--- src/rtl/core/iacc_pkg.sv ---
// Shared constants and types for the integer accumulator ALU.
package iacc_pkg;

    localparam int DW    = 32;
    localparam int CNT_W = $clog2(DW);

    localparam int OP_W  = 3;
    localparam int ST_W  = 2;

    // Input tdata: opcode, left operand, right operand, padded to bytes.
    localparam int S_DATA_BITS = OP_W + 2 * DW;
    localparam int S_DATA_W    = ((S_DATA_BITS + 7) / 8) * 8;
    localparam int M_DATA_W    = ((DW + 7) / 8) * 8;

    localparam logic [OP_W-1:0] OP_ADD = 3'd0;
    localparam logic [OP_W-1:0] OP_SUB = 3'd1;
    localparam logic [OP_W-1:0] OP_MUL = 3'd2;
    localparam logic [OP_W-1:0] OP_DIV = 3'd3;
    localparam logic [OP_W-1:0] OP_REM = 3'd4;

    localparam logic [ST_W-1:0] ST_OK       = 2'd0;
    localparam logic [ST_W-1:0] ST_BAD_OP   = 2'd1;
    localparam logic [ST_W-1:0] ST_DIV_ZERO = 2'd2;

    // Engine to top: finished result
    typedef struct packed {
        logic            done;
        logic [DW-1:0]   value;
        logic [ST_W-1:0] status;
    } t_eng_res;

endpackage

--- src/rtl/core/iacc_serial.sv ---
// Bit-serial arithmetic engine: serial add/sub, shift-add multiply, restoring divide.
module iacc_serial (
    input  logic                          i_clk,
    input  logic                          i_rst_n,
    input  logic                          i_start,
    input  logic [iacc_pkg::OP_W-1:0]     i_op,
    input  logic [iacc_pkg::DW-1:0]       i_a,
    input  logic [iacc_pkg::DW-1:0]       i_b,
    input  logic                          i_take,
    output logic                          o_idle,
    output iacc_pkg::t_eng_res            o_res
);

    localparam int DW    = iacc_pkg::DW;
    localparam int CNT_W = iacc_pkg::CNT_W;

    localparam logic [1:0] S_IDLE = 2'd0;
    localparam logic [1:0] S_RUN  = 2'd1;
    localparam logic [1:0] S_SIGN = 2'd2;
    localparam logic [1:0] S_DONE = 2'd3;

    logic [1:0]                 r_state, n_state;
    logic [CNT_W-1:0]           r_cnt,   n_cnt;
    logic [iacc_pkg::OP_W-1:0]  r_op,    n_op;
    logic [iacc_pkg::ST_W-1:0]  r_st,    n_st;
    logic [DW-1:0]              r_x,     n_x;
    logic [DW-1:0]              r_y,     n_y;
    logic [DW-1:0]              r_z,     n_z;
    logic                       r_c,     n_c;
    logic                       r_neg_q, n_neg_q;
    logic                       r_neg_r, n_neg_r;

    logic          a_neg, b_neg, sub, sum_bit;
    logic [DW-1:0] a_mag, b_mag;
    logic [DW:0]   div_sh, div_tr;

    always_comb begin
        a_neg   = i_a[DW-1];
        b_neg   = i_b[DW-1];
        a_mag   = a_neg ? ('0 - i_a) : i_a;
        b_mag   = b_neg ? ('0 - i_b) : i_b;
        sub     = (i_op == iacc_pkg::OP_SUB);
        sum_bit = r_x[0] ^ r_y[0] ^ r_c;
        div_sh  = {r_z, r_x[DW-1]};
        div_tr  = div_sh - {1'b0, r_y};
    end

    always_comb begin
        n_state = r_state;
        n_cnt   = r_cnt;
        n_op    = r_op;
        n_st    = r_st;
        n_x     = r_x;
        n_y     = r_y;
        n_z     = r_z;
        n_c     = r_c;
        n_neg_q = r_neg_q;
        n_neg_r = r_neg_r;
        unique case (r_state)
            S_IDLE: begin
                if (i_start) begin
                    n_op    = i_op;
                    n_st    = iacc_pkg::ST_OK;
                    n_cnt   = CNT_W'(DW - 1);
                    n_z     = '0;
                    n_c     = sub;
                    n_neg_q = a_neg ^ b_neg;
                    n_neg_r = a_neg;
                    n_x     = i_a;
                    n_y     = sub ? ~i_b : i_b;
                    n_state = S_RUN;
                    unique case (i_op) inside
                        iacc_pkg::OP_ADD, iacc_pkg::OP_SUB, iacc_pkg::OP_MUL: begin
                        end
                        iacc_pkg::OP_DIV, iacc_pkg::OP_REM: begin
                            n_x = a_mag;
                            n_y = b_mag;
                            if (i_b == '0) begin
                                n_st    = iacc_pkg::ST_DIV_ZERO;
                                n_state = S_DONE;
                            end
                        end
                        default: begin
                            n_st    = iacc_pkg::ST_BAD_OP;
                            n_state = S_DONE;
                        end
                    endcase
                end
            end
            S_RUN: begin
                case (r_op) inside
                    iacc_pkg::OP_ADD, iacc_pkg::OP_SUB: begin
                        // LSB first, sum bits enter at the top of r_z
                        n_z = {sum_bit, r_z[DW-1:1]};
                        n_c = (r_x[0] & r_y[0]) | (r_c & (r_x[0] ^ r_y[0]));
                        n_x = r_x >> 1;
                        n_y = r_y >> 1;
                    end
                    iacc_pkg::OP_MUL: begin
                        if (r_y[0]) begin
                            n_z = r_z + r_x;
                        end
                        n_x = r_x << 1;
                        n_y = r_y >> 1;
                    end
                    default: begin
                        // restoring step: dividend shifts out of r_x, quotient shifts in
                        if (!div_tr[DW]) begin
                            n_z = div_tr[DW-1:0];
                        end else begin
                            n_z = div_sh[DW-1:0];
                        end
                        n_x = {r_x[DW-2:0], ~div_tr[DW]};
                    end
                endcase
                n_cnt = r_cnt - CNT_W'(1);
                if (r_cnt == '0) begin
                    n_state = S_SIGN;
                end
            end
            S_SIGN: begin
                if (r_op == iacc_pkg::OP_DIV) begin
                    n_z = r_neg_q ? ('0 - r_x) : r_x;
                end else if (r_op == iacc_pkg::OP_REM) begin
                    n_z = r_neg_r ? ('0 - r_z) : r_z;
                end
                n_state = S_DONE;
            end
            S_DONE: begin
                if (i_take) begin
                    n_state = S_IDLE;
                end
            end
            default: begin
                n_state = S_IDLE;
            end
        endcase
    end

    always_ff @(posedge i_clk) begin
        if (!i_rst_n) begin
            r_state <= S_IDLE;
        end else begin
            r_state <= n_state;
        end
        r_cnt   <= n_cnt;
        r_op    <= n_op;
        r_st    <= n_st;
        r_x     <= n_x;
        r_y     <= n_y;
        r_z     <= n_z;
        r_c     <= n_c;
        r_neg_q <= n_neg_q;
        r_neg_r <= n_neg_r;
    end

    assign o_idle       = (r_state == S_IDLE);
    assign o_res.done   = (r_state == S_DONE);
    assign o_res.value  = r_z;
    assign o_res.status = r_st;

endmodule

--- src/rtl/core/integer_accumulator_alu.sv ---
// Top level: stream ports, accumulator and output register around the serial engine.
//
//  channel | dir | tdata (low bit first)                          | tuser
//  s       | in  | opcode[2:0], left_operand[34:3],                | start_chain
//          |     | right_operand[66:35], zero pad to 72 bits      |
//  m       | out | value[31:0]                                    | status[1:0]
//
// Add, subtract, multiply, divide and remainder pass from transfer to result valid
// through DW bit steps in the serial engine, one sign fix and one output register.
// Invalid opcodes and zero divisors skip the bit steps and the sign fix.
// One item is in the engine at a time; the next is taken once the previous result
// has moved into the output register. Reset clears the accumulator.
// A stalled output holds its transfer and back-pressures the engine.
module integer_accumulator_alu (
    input  logic                            i_clk,
    input  logic                            i_rst_n,
    input  logic                            i_s_tvalid,
    output logic                            o_s_tready,
    input  logic [iacc_pkg::S_DATA_W-1:0]   i_s_tdata,  // opcode, left_operand, right_operand
    input  logic                            i_s_tuser,  // start_chain
    output logic                            o_m_tvalid,
    input  logic                            i_m_tready,
    output logic [iacc_pkg::M_DATA_W-1:0]   o_m_tdata,  // value
    output logic [iacc_pkg::ST_W-1:0]       o_m_tuser   // status
);

    localparam int DW   = iacc_pkg::DW;
    localparam int OPW  = iacc_pkg::OP_W;
    localparam int MDW  = iacc_pkg::M_DATA_W;

    logic [DW-1:0]             r_acc;
    logic                      r_out_valid;
    logic [DW-1:0]             r_out_value;
    logic [iacc_pkg::ST_W-1:0] r_out_status;

    logic                 eng_idle;
    logic                 s_xfer;
    logic                 take;
    logic [OPW-1:0]       in_op;
    logic [DW-1:0]        in_left, in_right, op_a;
    iacc_pkg::t_eng_res   eng_res;

    assign in_op    = i_s_tdata[OPW-1:0];
    assign in_left  = i_s_tdata[OPW+DW-1:OPW];
    assign in_right = i_s_tdata[OPW+2*DW-1:OPW+DW];
    assign op_a     = i_s_tuser ? in_left : r_acc;

    assign o_s_tready = eng_idle;
    assign s_xfer     = i_s_tvalid && eng_idle;
    assign take       = eng_res.done && (!r_out_valid || i_m_tready);

    iacc_serial u_serial (
        .i_clk   (i_clk),
        .i_rst_n (i_rst_n),
        .i_start (s_xfer),
        .i_op    (in_op),
        .i_a     (op_a),
        .i_b     (in_right),
        .i_take  (take),
        .o_idle  (eng_idle),
        .o_res   (eng_res)
    );

    always_ff @(posedge i_clk) begin
        if (!i_rst_n) begin
            r_acc       <= '0;
            r_out_valid <= 1'b0;
        end else begin
            if (take) begin
                r_out_valid <= 1'b1;
                if (eng_res.status == iacc_pkg::ST_OK) begin
                    r_acc <= eng_res.value;
                end
            end else if (i_m_tready) begin
                r_out_valid <= 1'b0;
            end
        end
        if (take) begin
            r_out_value  <= (eng_res.status == iacc_pkg::ST_OK) ? eng_res.value : r_acc;
            r_out_status <= eng_res.status;
        end
    end

    assign o_m_tvalid = r_out_valid;
    assign o_m_tdata  = MDW'(r_out_value);
    assign o_m_tuser  = r_out_status;

endmodule
--- config.mk ---
export PLATFORM = sky130hd
export DESIGN_NAME = integer_accumulator_alu
export DESIGN_NICKNAME = d
export VERILOG_FILES = /design/src/rtl/core/iacc_pkg.sv /design/src/rtl/core/iacc_serial.sv /design/src/rtl/core/integer_accumulator_alu.sv
export SDC_FILE = /design/constraint.sdc
export NUM_CORES = 1
export LEC_CHECK = 0
export BUFFER_PORTS_ARGS = -buffer_cell sky130_fd_sc_hd__buf_2
export CORE_ASPECT_RATIO = 1.1
export CORE_MARGIN = 10
export CORE_UTILIZATION = 42
export CTS_CLUSTER_SIZE = 24
export DETAILED_ROUTE_END_ITERATION = 10
export PLACE_DENSITY = 0.69
export SLEW_MARGIN = 40
export SYNTH_ARGS = -nofsm -noshare
export SYNTH_HDL_FRONTEND = slang
export SYNTH_HIERARCHICAL = 1
export SYNTH_SLANG_ARGS = --single-unit
--- constraint.sdc ---
create_clock -name i_clk -period 7.8 [get_ports i_clk]
set_clock_uncertainty 0.2 [all_clocks]
set_input_delay 1.95 -clock i_clk [delete_from_list [all_inputs] [get_ports i_clk]]
set_output_delay 1.95 -clock i_clk [all_outputs]
set_load 0.1 [all_outputs]
# [Word-level counts from Yosys, hierarchy flattened]
# Index checks and enable logic that the tools add are counted.
[word_totals] elab_cells=110 in_bits=77 regBits=178 output_inout_bits=36
[classes] n_reduce_logical=22 addsub=7 muxes=40 n_eq_ne=19 bitwise=8
[op_table] cell="32-bit two-way mux" n=21
[op_table] cell="32-bit case mux with 2 select lines" n=2
[op_table] cell="1-bit by 32-bit subtractor with 32-bit output (first input constant)" n=4
[op_table] cell="32-bit case mux with 3 select lines" n=1
[op_table] cell="33-bit by 32-bit subtractor with 33-bit output" n=1
[op_table] cell="32-bit adder" n=1
[op_table] cell="32-bit logical NOT" n=1
[op_table] cell="32-bit inverter" n=1
[op_table] cell="3-bit by 2-bit equality test with 1-bit output (second input constant)" n=4
[op_table] cell="2-bit two-way mux" n=5
[op_table] cell="5-bit case mux with 2 select lines" n=1
[op_table] cell="3-bit AND reduction" n=3
[op_table] cell="2-bit case mux with 2 select lines" n=2
[op_table] cell="2-bit case mux with 4 select lines" n=1
[op_table] cell="3-bit by 1-bit equality test with 1-bit output (second input constant)" n=2
[op_table] cell="3-bit equality test (second input constant)" n=2
[op_table] cell="3-bit logical NOT" n=2
[op_table] cell="3-bit by 1-bit != test with 1-bit output (second input constant)" n=2
[op_table] cell="5-bit logical NOT" n=1
[op_table] cell="1-bit two-way mux" n=5
[op_table] cell="5-bit two-way mux" n=1
[op_table] cell="5-bit AND reduction" n=1
[op_table] cell="5-bit by 1-bit subtractor with 5-bit output (second input constant)" n=1
[op_table] cell="2-bit equality test (second input constant)" n=2
[op_table] cell="other kinds (19)" n=29

# [Depth between registers and ports, before layout]
[logic_depth] ltp_word=6 depth_mapped=16 depth_no_buf=13

# [Modules after synthesis]
# The synthesis kept the hierarchy.
[by_module_without_submodules] module="iacc_serial" n_inst=1 seq_area_each_um2=3313.2 area_each_um2=12016.5 cells_each=1521
[by_module_without_submodules] module="integer_accumulator_alu" n_inst=1 seq_area_each_um2=1681.6 area_each_um2=3150.5 cells_each=251

# [Least setup slack after synthesis]
# No wires, ideal clock.
[synth_path] path_type="input-to-reg" start="input i_s_tvalid" end="register u_serial.r_z[0], enable pin" t_arrival_ns=7.235 stages=3 path_buffers=0 path_slack_ns=-0.229 required_time_ns=7.006 setup_ns=0.594 path_cell_list="and2_1 nor2_1 a2111oi_0"
[synth_between] elab_chain_cells=3
[synth_lines] item="start, declared" line="integer_accumulator_alu.sv:17" text="input logic i_s_tvalid,"
[synth_lines] item="1-bit logical AND" line="integer_accumulator_alu.sv:49" text="assign s_xfer = i_s_tvalid && eng_idle;"
[synth_lines] item="2-bit by 1-bit != test with 1-bit output (no line)"
[synth_lines] item="5-bit AND reduction (no line)"
[synth_lines] item="end signal, assigned" line="iacc_serial.sv:151" text="r_z <= n_z;"
[synth_lines] item="end, declared" line="iacc_serial.sv:28" text="logic [DW-1:0] r_z, n_z;"
# No other way between the ends.
# A chain may end at the register's enable or synchronous reset.

# [Worst setup path in the final report]
[layout_path] start="input i_s_tuser" end="register u_serial.r_x[29], data pin"
[layout_between] elab_chain_cells=6
[layout_lines] item="start, declared" line="integer_accumulator_alu.sv:20" text="input logic i_s_tuser,"
[layout_lines] item="32-bit two-way mux" line="integer_accumulator_alu.sv:46" text="assign op_a = i_s_tuser ? in_left : r_acc;"
[layout_lines] item="via op_a[8]" line="integer_accumulator_alu.sv:40" text="logic [DW-1:0] in_left, in_right, op_a;"
[layout_lines] item="1-bit by 32-bit subtractor with 32-bit output" line="iacc_serial.sv:40" text="a_mag = a_neg ? ('0 - i_a) : i_a;"
[layout_lines] item="32-bit two-way mux" line="iacc_serial.sv:40"
[layout_lines] item="32-bit two-way mux" line="iacc_serial.sv:72" text="unique case (i_op) inside"
[layout_lines] item="32-bit two-way mux" line="iacc_serial.sv:61" text="if (i_start) begin"
[layout_lines] item="32-bit case mux with 2 select lines" line="iacc_serial.sv:59" text="unique case (r_state)"
[layout_lines] item="via u_serial.n_x[29]" line="iacc_serial.sv:26" text="logic [DW-1:0] r_x, n_x;"
[layout_lines] item="end signal, assigned" line="iacc_serial.sv:149" text="r_x <= n_x;"
[layout_lines] item="end, declared" line="iacc_serial.sv:26"
# The timed path passes the listed nets, and every way through them passes these cells. The select of a mux whose other input is x is not followed.

==> flow_summary.ini <==
[final_layout]
layout.nets = 1977
layout.filler_cells = 3446
areaGrowthSynthToFinish_pct = 10.02
antenna_cells = 0
finalNonFillerCells = 2319
ratio_of_cells_with_drive_above_1_in_the_final_layout_pct = 13.55

[power]
powerDensity_nw_per_um2 = 458.0
total_leakage_power_nw = 6.364
irDropWorstVdd_uv = 228.6

[synth]
synthSimpleGateAreaFrac_pct = 18.10
postSynth.asyncResetShare_pct = 0
synth.lib_cells_used.distinct = 81
synth_compound_gate_area_share_pct = 19.89
synthesis.area_um2 = 15170
post_synthesis_register_bit_count = 178
xor_and_xnor_fraction_of_the_mapped_netlist_area_pct = 9.990
synthesis.instances = 1772
post_synth.cell_area_avg_um2 = 8.559
synthMuxAreaShare_pct = 8.192
synth_adder_area_share_pct = 6.336
synth_edf_count = 143
synth_top_family_by_area = compound AO/OA/AOI/OAI gates
synth.net_count = 1924
synth_flop_cell = sky130_fd_sc_hd__edfxtp_1
synth_seq_area_share_pct = 32.93
synth_warnings = 6

[clock_network]
cts_buffers = 17
post_cts_hold_buffer_count = 0
cts_tree = done
cts_setup_buffers = 0
htree_num_levels = 4
clockRootBuffer = sky130_fd_sc_hd__clkbuf_16
clock_sink_count = 178
clk_pin_slew_worst_paths_ns = 0.08
cts-root-to-sink-buffers = 2
worstSkewPairLatency_ns = 0.47
number_of_resized_instances_in_the_post_cts_repair_step = 0

[placement]
buffer_ports.inserted = 107
place_congestion = 0.9478
post-place-ws_ns = 2.004
detailedPlacementHpwl_um = 36050
dp_cells = 2287

[worst_setup_path]
cp_max_fo = 18
rr_startpoint = u_serial/r_x[31]
worst_ep_required_time_ns = 7.79
setup.worst_path.end_class = flop
ff2ff_path_depth = 12
critical_path.startpoint_type = primary input
setup_slack_reg_to_reg_ns = 3.16
timing_worst_setup_path_type = in2reg
reg2reg_to = u_serial/r_z[31]
critical_path_arrival_ns = 5.32

[floorplan]
fp.dieW_um = 201.2
floorplan.initialDensity_pct = 42.84
die_height_um = 219.3
top_level_ports = 113
core_region_area_um2 = 35400
rows = 72
fp.dieArea_um2 = 44120

[grt]
grt_max_degree = 69
grt_first_pass_wirelength_um = 74890
number_of_antenna_violations_at_the_first_check_in_global_routing = 0
grtUsageTotal_pct = 21.15
sum_of_overflow_across_all_layers_after_global_routing = 0
grt_pass1_vias = 13300

[timing]
worst_hold_slack_ns = 0.2679
maxClockFrequency_mhz = 187.5
slew-limit-headroom_pct = 44.74
timing.final.crit_share_pct = 68.38
hold_viol_final = 0
maxSlewViolCount = 0
worstMarginPinSlew_ns = 0.8289
fin_ws_ns = 2.466
setup_tns_after_final_layout_ns = 0
final-setup-viol-count = 0
period_needed_ns = 5.334
grt_setup_unrepaired = false

[outcome]
run_status = finished, final reports clean

[hold_path]
worstHoldStart = r_acc[10]
hold_path_depth = 2
holdCritPathClass = reg2reg
holdPathEnd = r_acc[10]

[detailed_routing]
finalWirelength_um = 48230
drt_drc_violations_left = 0
detail_route.iter0.violations = 1369
route.detailed.vias_per_inst = 5.994
drt_first_pass_iters = 6
drt_wl_cell_um = 20.80
route.vias.total = 13900
final_antenna_net_count = 0

[job]
max_cap_viol_count = 0
-- worst max-delay path: stages --
cell and delay (ns):
sky130_fd_sc_hd__buf_2 0.36, sky130_fd_sc_hd__mux2_2 0.43, sky130_fd_sc_hd__or4_1 0.57, sky130_fd_sc_hd__or3_1 0.41
sky130_fd_sc_hd__or4_1 0.58, sky130_fd_sc_hd__or3_1 0.42, sky130_fd_sc_hd__o41ai_1 0.35, sky130_fd_sc_hd__xnor2_1 0.10
sky130_fd_sc_hd__nor2_1 0.09, sky130_fd_sc_hd__a31oi_1 0.05
-- placed cells by master (no fill, tap or decap), types with 69 or more instances in the layout --
cell type                  netlist  final
sky130_fd_sc_hd__nor2_1        123    119
sky130_fd_sc_hd__buf_2           9    106
sky130_fd_sc_hd__ha_1           72     71
sky130_fd_sc_hd__inv_1          71     71
sky130_fd_sc_hd__a21oi_1       111    110
sky130_fd_sc_hd__xnor2_1       104    104
sky130_fd_sc_hd__xor2_1         69     69
sky130_fd_sc_hd__nand2_1       264    264
sky130_fd_sc_hd__edfxtp_1      143    143
sky130_fd_sc_hd__o21ai_0       125    125
-- worst max path at each step --
stage,start,to,slack (ns)
2_1_floorplan,i_s_tvalid,u_serial/r_z[0],1.32
3_3_place_gp,i_s_tuser,u_serial/r_x[29],2.00
3_5_place_dp,i_s_tuser,u_serial/r_x[29],2.00
4_1_cts,i_s_tuser,u_serial/r_x[29],2.49
5_1_grt,i_s_tuser,u_serial/r_x[30],2.22
6_report,i_s_tuser,u_serial/r_x[29],2.47
-- state kept, by name (all words and copies together), names as in the netlist, 3 cells and up --
register,flops
o_m_tdata,32
r_acc,32
u_serial/r_x,32
u_serial/r_y,32
u_serial/r_z,32
u_serial/r_cnt,5
u_serial/r_op,3
-- cell families (layout without fill, tap and decap cells) --
family | after synthesis | after routing
and+or+nand+nor | 590 | 590
AOI/OAI and AO/OA | 476 | 476
DFF | 178 | 178
xor gates and xnor gates | 173 | 173
buffers and inverters | 164 | 230
muxes | 116 | 116
adders and majority gates | 75 | 75
-- routing by layer --
layer  GRT usage [%]  vias up  wire length [um]
met1           27.41     6627             20730
met2           35.27      602             22600
met3           3.404       88              3653
met5               0        -                 0
li1                -     6584                 -
met4           7.195        0              1249
-- where the power goes --
| group | leakage, nW | total, W | internal [W] | switching (W) |
|---|---|---|---|---|
| combinational | 4.43 | 0.00466 | 0.00177 | 0.00289 |
| clock | 0.293 | 0.000891 | 0.000456 | 0.000435 |
| sequential | 1.64 | 0.00209 | 0.00149 | 0.000604 |
| total | 6.36 | 0.00764 | 0.00371 | 0.00393 |
-- synthesized netlist by cell type, types with 5 or more instances --
master                     instances  share of area, %
sky130_fd_sc_hd__o21ai_1           6              0.20
sky130_fd_sc_hd__edfxtp_1        143                28
sky130_fd_sc_hd__a32oi_1           8              0.46
sky130_fd_sc_hd__inv_1            71               1.8
sky130_fd_sc_hd__or3_1            15              0.62
sky130_fd_sc_hd__mux2i_1          51               3.4
sky130_fd_sc_hd__o21a_1            9              0.45
sky130_fd_sc_hd__nor3_1           35               1.2
sky130_fd_sc_hd__nand3b_1          5              0.25
sky130_fd_sc_hd__o41ai_1           8              0.46
sky130_fd_sc_hd__a21oi_1         111               3.7
sky130_fd_sc_hd__xor2_1           69               4.0
sky130_fd_sc_hd__xnor2_1         104               6.0
sky130_fd_sc_hd__and3_1           14              0.58
sky130_fd_sc_hd__a21o_1           25               1.2
sky130_fd_sc_hd__clkbuf_1         71               1.8
sky130_fd_sc_hd__a21boi_0          9              0.45
sky130_fd_sc_hd__dfxtp_1          35               4.6
sky130_fd_sc_hd__buf_1             6              0.15
sky130_fd_sc_hd__mux2_2           63               4.7
sky130_fd_sc_hd__nand2b_1         16              0.66
sky130_fd_sc_hd__nor2_1          123               3.0
sky130_fd_sc_hd__nand3_1          17              0.56
sky130_fd_sc_hd__a211oi_1         16              0.79
sky130_fd_sc_hd__ha_1             72               5.9
sky130_fd_sc_hd__a22oi_1          10              0.49
sky130_fd_sc_hd__or4_1            17              0.84
sky130_fd_sc_hd__nand4_1           9              0.37
sky130_fd_sc_hd__o221ai_1          5              0.29
sky130_fd_sc_hd__o21ai_0         125               4.1
sky130_fd_sc_hd__a31oi_1          47               1.9
sky130_fd_sc_hd__nand2_1         264               6.5
sky130_fd_sc_hd__o211ai_1         15              0.74
sky130_fd_sc_hd__o31ai_1          27               1.3
sky130_fd_sc_hd__buf_2             9              0.30
sky130_fd_sc_hd__and2_1           11              0.45
sky130_fd_sc_hd__nor2b_1          15              0.62
sky130_fd_sc_hd__nor4_1           22              0.91
sky130_fd_sc_hd__o21bai_1          9              0.45
-- area by class of cell --
type                       instances  area [um^2]  share of cell area (%)
sequential                       178         4995                   29.93
clock buffer                      17        425.4                   2.549
tap                              481        601.8                   3.606
inverter                          72        270.3                   1.620
multi-input combinational       1430         9544                   57.19
timing repair buffer             126        688.2                   4.124
clock inverter                    15        162.7                  0.9747
-- per-stage QoR --
| stage | total power, W | util (%) | area, um^2 |
|---|---|---|---|
| after floorplan | 0.005339 | - | 15170 |
| after global placement | 0.006542 | 45.35 | 16060 |
| after detailed placement | 0.006617 | 45.47 | 16100 |
| after CTS | 0.007537 | 47.13 | 16690 |
| after global routing | 0.008163 | 47.13 | 16690 |
| final | 0.007642 | 47.13 | 16690 |
No activity file was read; power rests on OpenSTA's default activity.
